--- config.mk ---
export PLATFORM = sky130hd
export DESIGN_NAME = ratiometric_resistance_scanner_flat
export DESIGN_NICKNAME = d
export VERILOG_FILES = /design/src/rtl/rrs_pkg.sv /design/src/rtl/rrs_sample_if.sv /design/src/rtl/rrs_result_if.sv /design/src/rtl/ratiometric_resistance_scanner.sv /design/src/flat_wrapper.sv
export VERILOG_INCLUDE_DIRS = /design/src /design/src/rtl
export SDC_FILE = /design/constraint.sdc
export NUM_CORES = 1
export LEC_CHECK = 0
export ABC_AREA = 1
export BUFFER_PORTS_ARGS = -buffer_cell sky130_fd_sc_hd__clkbuf_2
export CAP_MARGIN = 20
export CORE_ASPECT_RATIO = 0.9
export CORE_MARGIN = 3
export CORE_UTILIZATION = 57
export DETAILED_ROUTE_END_ITERATION = 10
export PLACE_DENSITY = 0.74
export SLEW_MARGIN = 10
export SYNTH_ARGS = -nofsm -noshare
export SYNTH_HDL_FRONTEND = slang
export SYNTH_SLANG_ARGS = --single-unit
--- constraint.sdc ---
create_clock -name clk -period 8.3 [get_ports clk]
set_input_delay 0 -clock clk [delete_from_list [all_inputs] [get_ports clk]]
set_output_delay 0 -clock clk [all_outputs]
set_load 0.02 [all_outputs]
--- src/rtl/assert_macros.svh ---
// Assertion helpers used by ratiometric_resistance_scanner.
// Both macros expect a clock named clk in scope; RRS_ASSERT also expects a reset named rst.
`ifndef ASSERT_MACROS_SVH
`define ASSERT_MACROS_SVH

// Checked only while out of reset
`define RRS_ASSERT(lbl, prop, msg) \
  lbl: assert property (@(posedge clk) disable iff (rst) prop) else $error(msg);

// Checked on every edge, reset included
`define RRS_ASSERT_ALWAYS(lbl, prop, msg) \
  lbl: assert property (@(posedge clk) prop) else $error(msg);

`endif

--- src/rtl/rrs_pkg.sv ---
// ----------------------------------------------------------------------------
// rrs_pkg
// Shared constants and types of the ratiometric resistance scanner.
// ----------------------------------------------------------------------------
package rrs_pkg;

  // Converter width default
  localparam int ADC_BITS_DEF = 20;

  // Register field widths
  localparam int OHMS_W     = 16;
  localparam int THR_W      = 20;
  localparam int CFG_DATA_W = 20;
  localparam int CFG_IDX_W  = 2;
  localparam int RES_W      = 16;

  // Register indexes
  localparam logic [CFG_IDX_W-1:0] REG_REFERENCE_OHMS       = 2'd0;
  localparam logic [CFG_IDX_W-1:0] REG_OPEN_REF_THRESHOLD   = 2'd1;
  localparam logic [CFG_IDX_W-1:0] REG_OPEN_WIPER_THRESHOLD = 2'd2;

  // Register reset values
  localparam logic [OHMS_W-1:0] REFERENCE_OHMS_RST = 16'd32000;
  localparam logic [THR_W-1:0]  OPEN_REF_THR_RST   = 20'd210000;
  localparam logic [THR_W-1:0]  OPEN_WIPER_THR_RST = 20'd200000;

  localparam logic [RES_W-1:0] FULL_SCALE = 16'hFFFF;

  // Sequencer states
  typedef enum logic [3:0] {
    S_IDLE = 4'b0001,
    S_MUL  = 4'b0010,
    S_DIV  = 4'b0100,
    S_DONE = 4'b1000
  } state_t;

  // One result beat
  typedef struct packed {
    logic [1:0]       next_mux_channel;
    logic             powered_sensor;
    logic             result_valid;
    logic             result_sensor;
    logic [RES_W-1:0] resistance;
    logic             open_detected;
  } result_t;

endpackage

--- src/rtl/rrs_sample_if.sv ---
// ----------------------------------------------------------------------------
// rrs_sample_if
// Valid/ready channel carrying one finished ADC conversion per beat.
// ----------------------------------------------------------------------------
interface rrs_sample_if #(
  parameter int ADC_BITS = rrs_pkg::ADC_BITS_DEF
);
  logic                       valid;
  logic                       ready;
  logic signed [ADC_BITS-1:0] adc_sample;

  modport source (output valid, output adc_sample, input ready);
  modport sink   (input valid, input adc_sample, output ready);
endinterface

--- src/rtl/rrs_result_if.sv ---
// ----------------------------------------------------------------------------
// rrs_result_if
// Valid/ready channel carrying one scanner result per beat.
// ----------------------------------------------------------------------------
interface rrs_result_if;
  import rrs_pkg::*;

  logic             valid;
  logic             ready;
  logic [1:0]       next_mux_channel;
  logic             powered_sensor;
  logic             result_valid;
  logic             result_sensor;
  logic [RES_W-1:0] resistance;
  logic             open_detected;

  modport source (output valid, output next_mux_channel, output powered_sensor,
                  output result_valid, output result_sensor, output resistance,
                  output open_detected, input ready);
  modport sink   (input valid, input next_mux_channel, input powered_sensor,
                  input result_valid, input result_sensor, input resistance,
                  input open_detected, output ready);
endinterface

--- src/rtl/ratiometric_resistance_scanner.sv ---
// Timing: a wiper beat's result appears on the result port in the cycle after acceptance; a
//   reference beat that hits the open, zero-wiper or opposite-sign case goes through S_DONE,
//   and one that needs the divide goes through S_MUL, S_DIV and S_DONE, held in S_DONE while the output stalls.
// Rate: no new sample is taken until a reference beat's result leaves S_DONE; the bit-serial
//   restoring divider runs one quotient bit per cycle over ADC_BITS+16 bits.
// Reset: synchronous rst clears sequencer and scan state, loads register defaults.
// ----------------------------------------------------------------------------
// ratiometric_resistance_scanner
// Pairs wiper and reference conversions of two sensors and returns the
// resistance (reference * reference_ohms) / wiper, with open-circuit detect.
// ----------------------------------------------------------------------------
`include "assert_macros.svh"

module ratiometric_resistance_scanner #(
  parameter int ADC_BITS = rrs_pkg::ADC_BITS_DEF
) (
  input  logic                           clk,
  input  logic                           rst,
  input  logic                           cfg_we,
  input  logic [rrs_pkg::CFG_IDX_W-1:0]  cfg_index,
  input  logic [rrs_pkg::CFG_DATA_W-1:0] cfg_data,
  rrs_sample_if.sink                     sample,
  rrs_result_if.source                   result
);
  import rrs_pkg::*;

  localparam int CMP_W = (ADC_BITS > THR_W) ? ADC_BITS : THR_W;
  localparam int NUM_W = ADC_BITS + OHMS_W;
  localparam int CNT_W = $clog2(NUM_W);

  // Configuration registers
  logic [OHMS_W-1:0]       reference_ohms;
  logic signed [THR_W-1:0] open_ref_threshold;
  logic signed [THR_W-1:0] open_wiper_threshold;

  // Scan state
  logic                       scan_phase;
  logic                       cur_sensor;
  logic signed [ADC_BITS-1:0] wiper_sample;

  // Sequencer and divider
  state_t              state;
  logic [CNT_W-1:0]    cnt;
  logic [ADC_BITS-1:0] ref_mag;
  logic [ADC_BITS-1:0] den;
  logic [ADC_BITS-1:0] rem;
  logic [NUM_W-1:0]    num;
  result_t             pend;

  // Output register
  logic    out_valid;
  result_t out_data;

  // Combinational signals
  logic                    accept;
  logic                    out_free;
  logic                    out_load;
  logic signed [CMP_W-1:0] ref_x;
  logic signed [CMP_W-1:0] wip_x;
  logic signed [CMP_W-1:0] rthr_x;
  logic signed [CMP_W-1:0] wthr_x;
  logic                    open_hit;
  logic                    wip_zero;
  logic                    sign_diff;
  logic [ADC_BITS-1:0]     ref_u;
  logic [ADC_BITS-1:0]     wip_u;
  logic [ADC_BITS:0]       trial;
  logic                    ge;
  logic [ADC_BITS-1:0]     rem_next;
  logic [NUM_W-1:0]        num_next;
  logic                    q_sat;
  result_t                 wip_beat;
  result_t                 ref_beat;

  assign out_free     = !out_valid || result.ready;
  assign sample.ready = (state == S_IDLE) && out_free;
  assign accept       = sample.valid && sample.ready;
  // A new beat enters the output register on a wiper beat or when a result is done
  assign out_load     = (accept && !scan_phase) || ((state == S_DONE) && out_free);

  // Open test and special cases for a reference beat
  always_comb begin
    ref_x     = CMP_W'(sample.adc_sample);
    wip_x     = CMP_W'(wiper_sample);
    rthr_x    = CMP_W'(open_ref_threshold);
    wthr_x    = CMP_W'(open_wiper_threshold);
    open_hit  = (ref_x > rthr_x) && (wip_x < wthr_x);
    wip_zero  = (wiper_sample == '0);
    sign_diff = sample.adc_sample[ADC_BITS-1] != wiper_sample[ADC_BITS-1];
    ref_u     = ADC_BITS'(sample.adc_sample);
    wip_u     = ADC_BITS'(wiper_sample);
  end

  // Result beats formed at acceptance
  always_comb begin
    wip_beat                  = '0;
    wip_beat.next_mux_channel = {cur_sensor, 1'b1};
    wip_beat.powered_sensor   = cur_sensor;

    ref_beat                  = '0;
    ref_beat.next_mux_channel = {~cur_sensor, 1'b0};
    ref_beat.powered_sensor   = ~cur_sensor;
    ref_beat.result_valid     = 1'b1;
    ref_beat.result_sensor    = cur_sensor;
    if (open_hit) begin
      ref_beat.resistance    = FULL_SCALE;
      ref_beat.open_detected = 1'b1;
    end else if (wip_zero) begin
      ref_beat.resistance = FULL_SCALE;
    end
  end

  // One restoring divide step
  always_comb begin
    trial    = {rem, num[NUM_W-1]};
    ge       = trial >= {1'b0, den};
    rem_next = ge ? ADC_BITS'(trial - {1'b0, den}) : ADC_BITS'(trial);
    num_next = {num[NUM_W-2:0], ge};
    q_sat    = |num_next[NUM_W-1:RES_W];
  end

  // Configuration writes
  always_ff @(posedge clk) begin
    if (rst) begin
      reference_ohms       <= REFERENCE_OHMS_RST;
      open_ref_threshold   <= OPEN_REF_THR_RST;
      open_wiper_threshold <= OPEN_WIPER_THR_RST;
    end else if (cfg_we) begin
      unique case (cfg_index)
        REG_REFERENCE_OHMS:       reference_ohms       <= OHMS_W'(cfg_data);
        REG_OPEN_REF_THRESHOLD:   open_ref_threshold   <= THR_W'(cfg_data);
        REG_OPEN_WIPER_THRESHOLD: open_wiper_threshold <= THR_W'(cfg_data);
        default: ;
      endcase
    end
  end

  // Sequencer, scan state and output register
  always_ff @(posedge clk) begin
    if (rst) begin
      state        <= S_IDLE;
      scan_phase   <= 1'b0;
      cur_sensor   <= 1'b0;
      wiper_sample <= '0;
      out_valid    <= 1'b0;
    end else begin
      if (out_load) begin
        out_valid <= 1'b1;
      end else if (result.valid && result.ready) begin
        out_valid <= 1'b0;
      end
      unique case (state)
        S_IDLE: begin
          if (accept) begin
            if (!scan_phase) begin
              wiper_sample <= sample.adc_sample;
              scan_phase   <= 1'b1;
              out_data     <= wip_beat;
            end else begin
              scan_phase <= 1'b0;
              cur_sensor <= ~cur_sensor;
              pend       <= ref_beat;
              ref_mag    <= sample.adc_sample[ADC_BITS-1] ? ADC_BITS'(~ref_u + 1'b1) : ref_u;
              den        <= wiper_sample[ADC_BITS-1] ? ADC_BITS'(~wip_u + 1'b1) : wip_u;
              if (open_hit || wip_zero || sign_diff) begin
                state <= S_DONE;
              end else begin
                state <= S_MUL;
              end
            end
          end
        end
        S_MUL: begin
          num   <= NUM_W'(ref_mag) * NUM_W'(reference_ohms);
          rem   <= '0;
          cnt   <= CNT_W'(NUM_W - 1);
          state <= S_DIV;
        end
        S_DIV: begin
          rem <= rem_next;
          num <= num_next;
          cnt <= cnt - 1'b1;
          if (cnt == '0) begin
            pend.resistance <= q_sat ? FULL_SCALE : num_next[RES_W-1:0];
            state           <= S_DONE;
          end
        end
        S_DONE: begin
          if (out_free) begin
            out_data <= pend;
            state    <= S_IDLE;
          end
        end
        default: state <= S_IDLE;
      endcase
    end
  end

  // Result port
  assign result.valid            = out_valid;
  assign result.next_mux_channel = out_data.next_mux_channel;
  assign result.powered_sensor   = out_data.powered_sensor;
  assign result.result_valid     = out_data.result_valid;
  assign result.result_sensor    = out_data.result_sensor;
  assign result.resistance       = out_data.resistance;
  assign result.open_detected    = out_data.open_detected;

  // Checks
  `RRS_ASSERT(a_busy_blocks_input, (state != S_IDLE) |-> !sample.ready, "input taken while busy")
  `RRS_ASSERT(a_phase_flips, (sample.valid && sample.ready) |=> (scan_phase != $past(scan_phase)), "scan phase did not advance")
  `RRS_ASSERT(a_open_full_scale, (result.valid && result.open_detected) |-> (result.result_valid && result.resistance == FULL_SCALE), "open result not full scale")
  `RRS_ASSERT_ALWAYS(a_reset_idle, rst |=> (state == S_IDLE && !out_valid), "reset left sequencer busy")

endmodule
--- src/flat_wrapper.sv ---
// flat-port wrapper written by rule: the top's interface ports become plain ports
module ratiometric_resistance_scanner_flat import rrs_pkg::*;
#(
  parameter int ADC_BITS = rrs_pkg::ADC_BITS_DEF
)
  (clk, rst, cfg_we, cfg_index, cfg_data, sample_valid, sample_adc_sample, sample_ready, result_valid, result_next_mux_channel, result_powered_sensor, result_result_valid, result_result_sensor, result_resistance, result_open_detected, result_ready);
  rrs_sample_if #(.ADC_BITS(ADC_BITS)) sample_i ();
  rrs_result_if result_i ();
  input  logic clk;
  input  logic rst;
  input  logic cfg_we;
  input  logic [rrs_pkg::CFG_IDX_W-1:0] cfg_index;
  input  logic [rrs_pkg::CFG_DATA_W-1:0] cfg_data;
  input wire logic [$bits(sample_i.valid)-1:0] sample_valid;
  input wire logic [$bits(sample_i.adc_sample)-1:0] sample_adc_sample;
  output wire logic [$bits(sample_i.ready)-1:0] sample_ready;
  output wire logic [$bits(result_i.valid)-1:0] result_valid;
  output wire logic [$bits(result_i.next_mux_channel)-1:0] result_next_mux_channel;
  output wire logic [$bits(result_i.powered_sensor)-1:0] result_powered_sensor;
  output wire logic [$bits(result_i.result_valid)-1:0] result_result_valid;
  output wire logic [$bits(result_i.result_sensor)-1:0] result_result_sensor;
  output wire logic [$bits(result_i.resistance)-1:0] result_resistance;
  output wire logic [$bits(result_i.open_detected)-1:0] result_open_detected;
  input wire logic [$bits(result_i.ready)-1:0] result_ready;
  assign sample_i.valid = sample_valid;
  assign sample_i.adc_sample = sample_adc_sample;
  assign sample_ready = sample_i.ready;
  assign result_valid = result_i.valid;
  assign result_next_mux_channel = result_i.next_mux_channel;
  assign result_powered_sensor = result_i.powered_sensor;
  assign result_result_valid = result_i.result_valid;
  assign result_result_sensor = result_i.result_sensor;
  assign result_resistance = result_i.resistance;
  assign result_open_detected = result_i.open_detected;
  assign result_i.ready = result_ready;
  ratiometric_resistance_scanner #(.ADC_BITS(ADC_BITS)) u_core (.clk(clk), .rst(rst), .cfg_we(cfg_we), .cfg_index(cfg_index), .cfg_data(cfg_data), .sample(sample_i), .result(result_i));
endmodule
# Word-level counts from Yosys, hierarchy flattened
# Index checks and enable logic that the tools add are counted.
[classes]
n_addsub = 4
mul = 1
magnitude_cmp = 3
eq_ne = 12
mux = 27
bitwise = 5
n_reduce_logical = 31
[ops]
columns = ["operator", "count"]
rows = [
  ["case mux 36 bit (2 select lines)", 1],
  ["2-to-1 mux 22 bit", 3],
  ["2-to-1 mux 16 bit", 4],
  ["case mux 22 bit (2 select lines)", 1],
  ["adder 20 x 1 -> 20 bit, second input constant", 2],
  ["inverter 20 bit", 2],
  ["case mux 20 bit (2 select lines)", 1],
  ["2-to-1 mux 19 bit", 2],
  ["multiplier 20 x 16 -> 36 bit", 1],
  ["2-to-1 mux 17 bit", 2],
  ["case mux 16 bit (2 select lines)", 1],
  [">= comparator 21 x 20 -> 1 bit", 1],
  ["greater-than comparator 20 bit", 1],
  ["zero test 20 bit", 1],
  ["less-than comparator 20 bit", 1],
  ["2-to-1 mux 20 bit", 1],
  ["2-to-1 mux 4 bit", 5],
  ["OR reduction 20 bit", 1],
  ["subtractor 20 bit", 1],
  ["case mux 4 bit (4 select lines)", 1],
  ["case mux 6 bit (2 select lines)", 1],
  ["AND reduction 2 bit", 5],
  ["AND reduction 5 bit", 2],
  ["inequality test 2 x 1 -> 1 bit, second input constant", 4],
  ["19 further kinds", 38],
]
[word_totals]
ff_bits = 226
inputBits = 47
out_inout_bits = 24
wordCells = 108

# Depth between registers and ports, before layout
[logic_depth]
word_depth = 8
mapped_depth = 28

# Least setup slack after synthesis
# Ideal clock, no wire load.
[synth_path]
kind = "register -> register"
from = "register u_core.ref_mag[0]"
to = "register u_core.num[18], data pin"
arrival_time_ns = 5.442
required_time_ns = 8.026
slack_ns = 2.584
path_stages_with_launch = 23
n_path_buf = 2
path_cell_list = "edfxtp_1 -> clkbuf_1 -> clkbuf_1 -> nand2_1 -> fa_1 -> fa_1 -> inv_1 -> fa_1 -> fa_1 -> fa_1 -> inv_1 -> fa_1 -> inv_1 -> ha_1 -> a21oi_1 -> nor2_1 -> nor2_1 -> o21ai_0 -> a21oi_1 -> inv_1 -> or2_2 -> nand3_1 -> o21ai_0"
[synth_between]
elab_chain_cells = 2
[synth_lines]
columns = ["element", "line_no", "source"]
rows = [
  ["start: declaration", "ratiometric_resistance_scanner.sv:44", "logic [ADC_BITS-1:0] ref_mag;"],
  ["start signal: assignment", "ratiometric_resistance_scanner.sv:163", "ref_mag <= sample.adc_sample[ADC_BITS-1] ? ADC_BITS'(~ref_u + 1'b1) : ref_u;"],
  ["multiplier 20 x 16 -> 36 bit", "ratiometric_resistance_scanner.sv:174", "num <= NUM_W'(ref_mag) * NUM_W'(reference_ohms);"],
  ["case mux 36 bit (2 select lines)", "ratiometric_resistance_scanner.sv:152", "unique case (state)"],
  ["end signal: assignment", "ratiometric_resistance_scanner.sv:174", ""],
  ["end signal: assignment", "ratiometric_resistance_scanner.sv:181", "num <= num_next;"],
  ["end: declaration", "ratiometric_resistance_scanner.sv:47", "logic [NUM_W-1:0] num;"],
]
# No other way between the ends.
# A chain may end at the register's enable or synchronous reset.

# Worst setup path in the final report
[layout_path]
from = "register u_core.reference_ohms[11]"
to = "register u_core.num[28], data pin"
[layout_between]
elab_chain_cells = 2
[layout_lines]
columns = ["element", "line_no", "source"]
rows = [
  ["start: declaration", "ratiometric_resistance_scanner.sv:32", "logic [OHMS_W-1:0] reference_ohms;"],
  ["start signal: assignment", "ratiometric_resistance_scanner.sv:130", "REG_REFERENCE_OHMS: reference_ohms <= OHMS_W'(cfg_data);"],
  ["multiplier 20 x 16 -> 36 bit", "ratiometric_resistance_scanner.sv:174", ""],
  ["case mux 36 bit (2 select lines)", "ratiometric_resistance_scanner.sv:152", ""],
]
# No other way between the ends.

==> run metrics <==
status=finished, violations left; failing checks=hold timing; Slew Viols, Final=0; CTS tree=built; Synth top area share=22.4%; Worst Clk Skew=13.0 ps; RePlAce Congestion=0.933; Cell Rows=68; Critical Path Source Type=flip-flop; Worst VDD drop=322 uV; Crit. End Element=flip-flop; sequential share of power=about a fifth; count of cell types in the netlist=47; max cap viols=0; WHS Path Cells=5; crit path kind=flip-flop to flip-flop; layout cells sized above 1=around 6.7%; HP Start=cfg_we; met1 wire length=24.8 mm; Final min period=6480 ps; Yosys reg bits=225; port bufs=70; Vias=18.1k; Tot GR Track Use=27.7%; I/O Pins=71; Mapped Nets=3,227; # setup viols final=0; WL met3=4.00 mm; Post-Syn Instances=2,758; Internal=4.32 mW; Clock Pin Slew Worst Setup and Hold Paths=60 ps; combinational cell fraction of total power=66.0%; Reg2Reg Depth=19; Die ar.=41,700 um2; Achievable Freq=0.154 GHz; post-synthesis sequential area ratio=26.4%; Post-synth ARST share=0%; RSZ-0062 raised after global routing=false; period utilization=a little under 80%; # DRC=0; setup TNS=0 ps; clock network fraction of total power=between 10 and 15%; Hold WC Path Type=primary input to flip-flop; CP Launch Point=u_core.reference_ohms[11]; Via density=5.41; vias in the first global route=18.8k; Initial Util=58.2%; Hold Vio Cnt, Final=1; DIE HEIGHT=194 um; total wire length=56.2 mm; CTS H-tree lvls=1; Least-Margin Pin Slew=just over 1000 ps; Syn Area/Cell=8.13 um2; critical path arrival=6750 ps; Worst EP required=8570 ps; grt total ovfl=0; Routed WL per cell=~17 um; routed wire length on met2=roughly 25 mm; root buf cell=clkbuf_16; Final nets=around 3.3k; largest net degree at the start of global routing=a little under 80; CTS max path bufs=3; Detail Placement HPWL=43.1 mm; first-pass GRT wire length=94.7 mm; area growth from synthesis to layout=9.41%; worst hold slack=-22.3 ps; Starting DRT DRC Count=between 1.5k and 2k; cts bufs inserted=27; CTS sink cnt=225; # diodes=0; YS warnings=0; post-route ant nets=0; Post-synth EDFFs=142; Slew Limit Headroom=32.8%; Pre-Repair DR Iteration Count=5; top cells by area, synth=fa_1 22%, edfxtp_1 19%, nand2_1 11%, inv_1 10%, ha_1 9.5%; Post-Syn Area=22,400 um2; Net Sw Frac=49.5%; initial antenna violation count=0; CP max FO=21; leakage=12.5 nW; dominant cell type by area after synthesis=fa_1; Worst-Skew Late Latency=roughly 550 ps; Die X=215 um; Psw=4.23 mW; core area=38,500 um2; reg2reg start=u_core.reference_ohms[11]; Top FF cell, synth=edfxtp_1; pwr dens=348 nW/um2; Max Used Layer=met4
-- power groups by stage --
stage / combinational [mW] / sequential, mW / clock, mW
6_report: 5.64 / 1.64 / 1.27
5_1_grt: 6.45 / 1.65 / 1.33
4_1_cts: 5.56 / 1.64 / 1.28
3_5_place_dp: 5.49 / 1.66 / 0
3_3_place_gp: 5.47 / 1.65 / 0
2_1_floorplan: 4.06 / 1.60 / 0
-- cells in the final DEF, fill, tap and decap left out, types with 5 or more instances in the layout --
master,synthesis,routed
o21ai_0,105,105
a21oi_1,141,139
nand3b_1,6,6
nand3_1,66,65
o211ai_1,22,22
o21bai_1,6,6
clkbuf_16,0,28
or2_2,10,10
o21ai_1,34,34
nand2_1,628,628
o211ai_2,13,13
a21o_1,9,9
nand4_1,17,17
nor3_1,16,16
clkbuf_2,0,70
xor2_1,36,36
a31oi_1,10,10
dlygate4sd3_1,0,48
nor2_1,175,174
nor4_1,10,10
ha_1,171,171
buf_4,2,8
dfxtp_1,83,83
edfxtp_1,142,142
fa_1,251,251
clkbuf_8,0,5
nor3_2,6,6
inv_1,612,611
xnor2_1,23,23
inv_2,9,10
-- critical path, cell delays in order (launching register included) --
cell	delay, ps
dfxtp_1	980
nand2_1	180
fa_1	550
inv_1	50
fa_1	460
fa_1	540
fa_1	540
fa_1	540
inv_1	50
fa_1	520
inv_1	40
ha_1	380
a21oi_1	290
a21boi_0	350
o21ai_1	170
nand3b_1	220
nand2_1	100
nand3b_1	80
nand3_1	80
o21ai_1	80
-- repair_timing --
item                                    4_1_cts  5_1_grt
setup buffers                                 0        0
hold buffers                                 47        1
endpoints found under the hold margin       103        1
resized for setup                             0        0
endpoints found under the setup margin        0        0
-- state kept, by name, indices dropped and copies added, names as in the netlist, 4 cells and up --
register                     flops
u_core.num                      36
u_core.den                      20
u_core.open_ref_threshold       20
u_core.open_wiper_threshold     20
u_core.ref_mag                  20
u_core.rem                      20
u_core.wip_u                    20
u_core.pend                     19
u_core.reference_ohms           16
u_core.result.resistance        16
u_core.cnt                       6
u_core.state                     4
-- per-stage QoR --
step           power [mW]  util [%]  cell area (um2)  instances  worst slack (ps)
3_5_place_dp         7.15      59.8            23000       3244              1910
6_report             8.55      63.6            24500       3345              1820
2_1_floorplan        5.66         -            22400       2758              2580
5_1_grt              9.43      63.6            24500       3345              1530
4_1_cts              8.48      63.5            24500       3341              1900
3_3_place_gp         7.12      59.8            23000       3244              1950
-- per-layer routing --
metal  GRT usage (%)  vias up
li1                -     8573
met1            39.0     8705
met2            44.5      668
met3            4.26      152
met4            8.71        0
met5               0        -
-- layout make-up --
| cell class | count | area, um2 |
|---|---|---|
| Clock buffer | 38 | 792 |
| Clock inverter | 12 | 171 |
| Fill cell | 3272 | 14000 |
| Inverter | 623 | 2340 |
| Multi-Input combinational cell | 1794 | 13700 |
| Sequential cell | 225 | 5930 |
| Tap cell | 525 | 657 |
| Timing Repair Buffer | 128 | 930 |
-- cell usage after synthesis, types with 4 or more instances --
| master | n |
|---|---|
| nor2_1 | 175 |
| inv_2 | 9 |
| o31ai_1 | 4 |
| o21bai_1 | 6 |
| ha_1 | 171 |
| o211ai_2 | 13 |
| edfxtp_1 | 142 |
| o21ai_1 | 34 |
| nor3_1 | 16 |
| nand2_1 | 628 |
| nand3_1 | 66 |
| a21oi_1 | 141 |
| xor2_1 | 36 |
| nor3_2 | 6 |
| dfxtp_1 | 83 |
| a21o_1 | 9 |
| or2_2 | 10 |
| o211ai_1 | 22 |
| nor4_1 | 10 |
| xnor2_1 | 23 |
| o21ai_0 | 105 |
| buf_2 | 6 |
| fa_1 | 251 |
| nor2_2 | 4 |
| o21ai_2 | 4 |
| nand4_1 | 17 |
| nand2_2 | 4 |
| inv_1 | 612 |
| nand3b_1 | 6 |
| a31oi_1 | 10 |
| clkbuf_1 | 105 |
-- path summary, 6_finish.rpt --
path | to | slack, ps
max | u_core.num[28] | 1820
min | u_core.open_ref_threshold[0] | -20
max reg2reg | u_core.num[28] | 1820
min reg2reg | u_core.pend[17] | 450
-- cell families after synthesis --
logic type	Yosys count	synth area share [%]
DFF	225	26.4
adders and majority gates	422	32.0
buffers and inverters	739	12.5
AOI/OAI and AO/OA	357	9.09
xor gates and xnor gates	59	2.31
and+or+nand+nor	956	17.7
(Power assumes the default switching activity.)
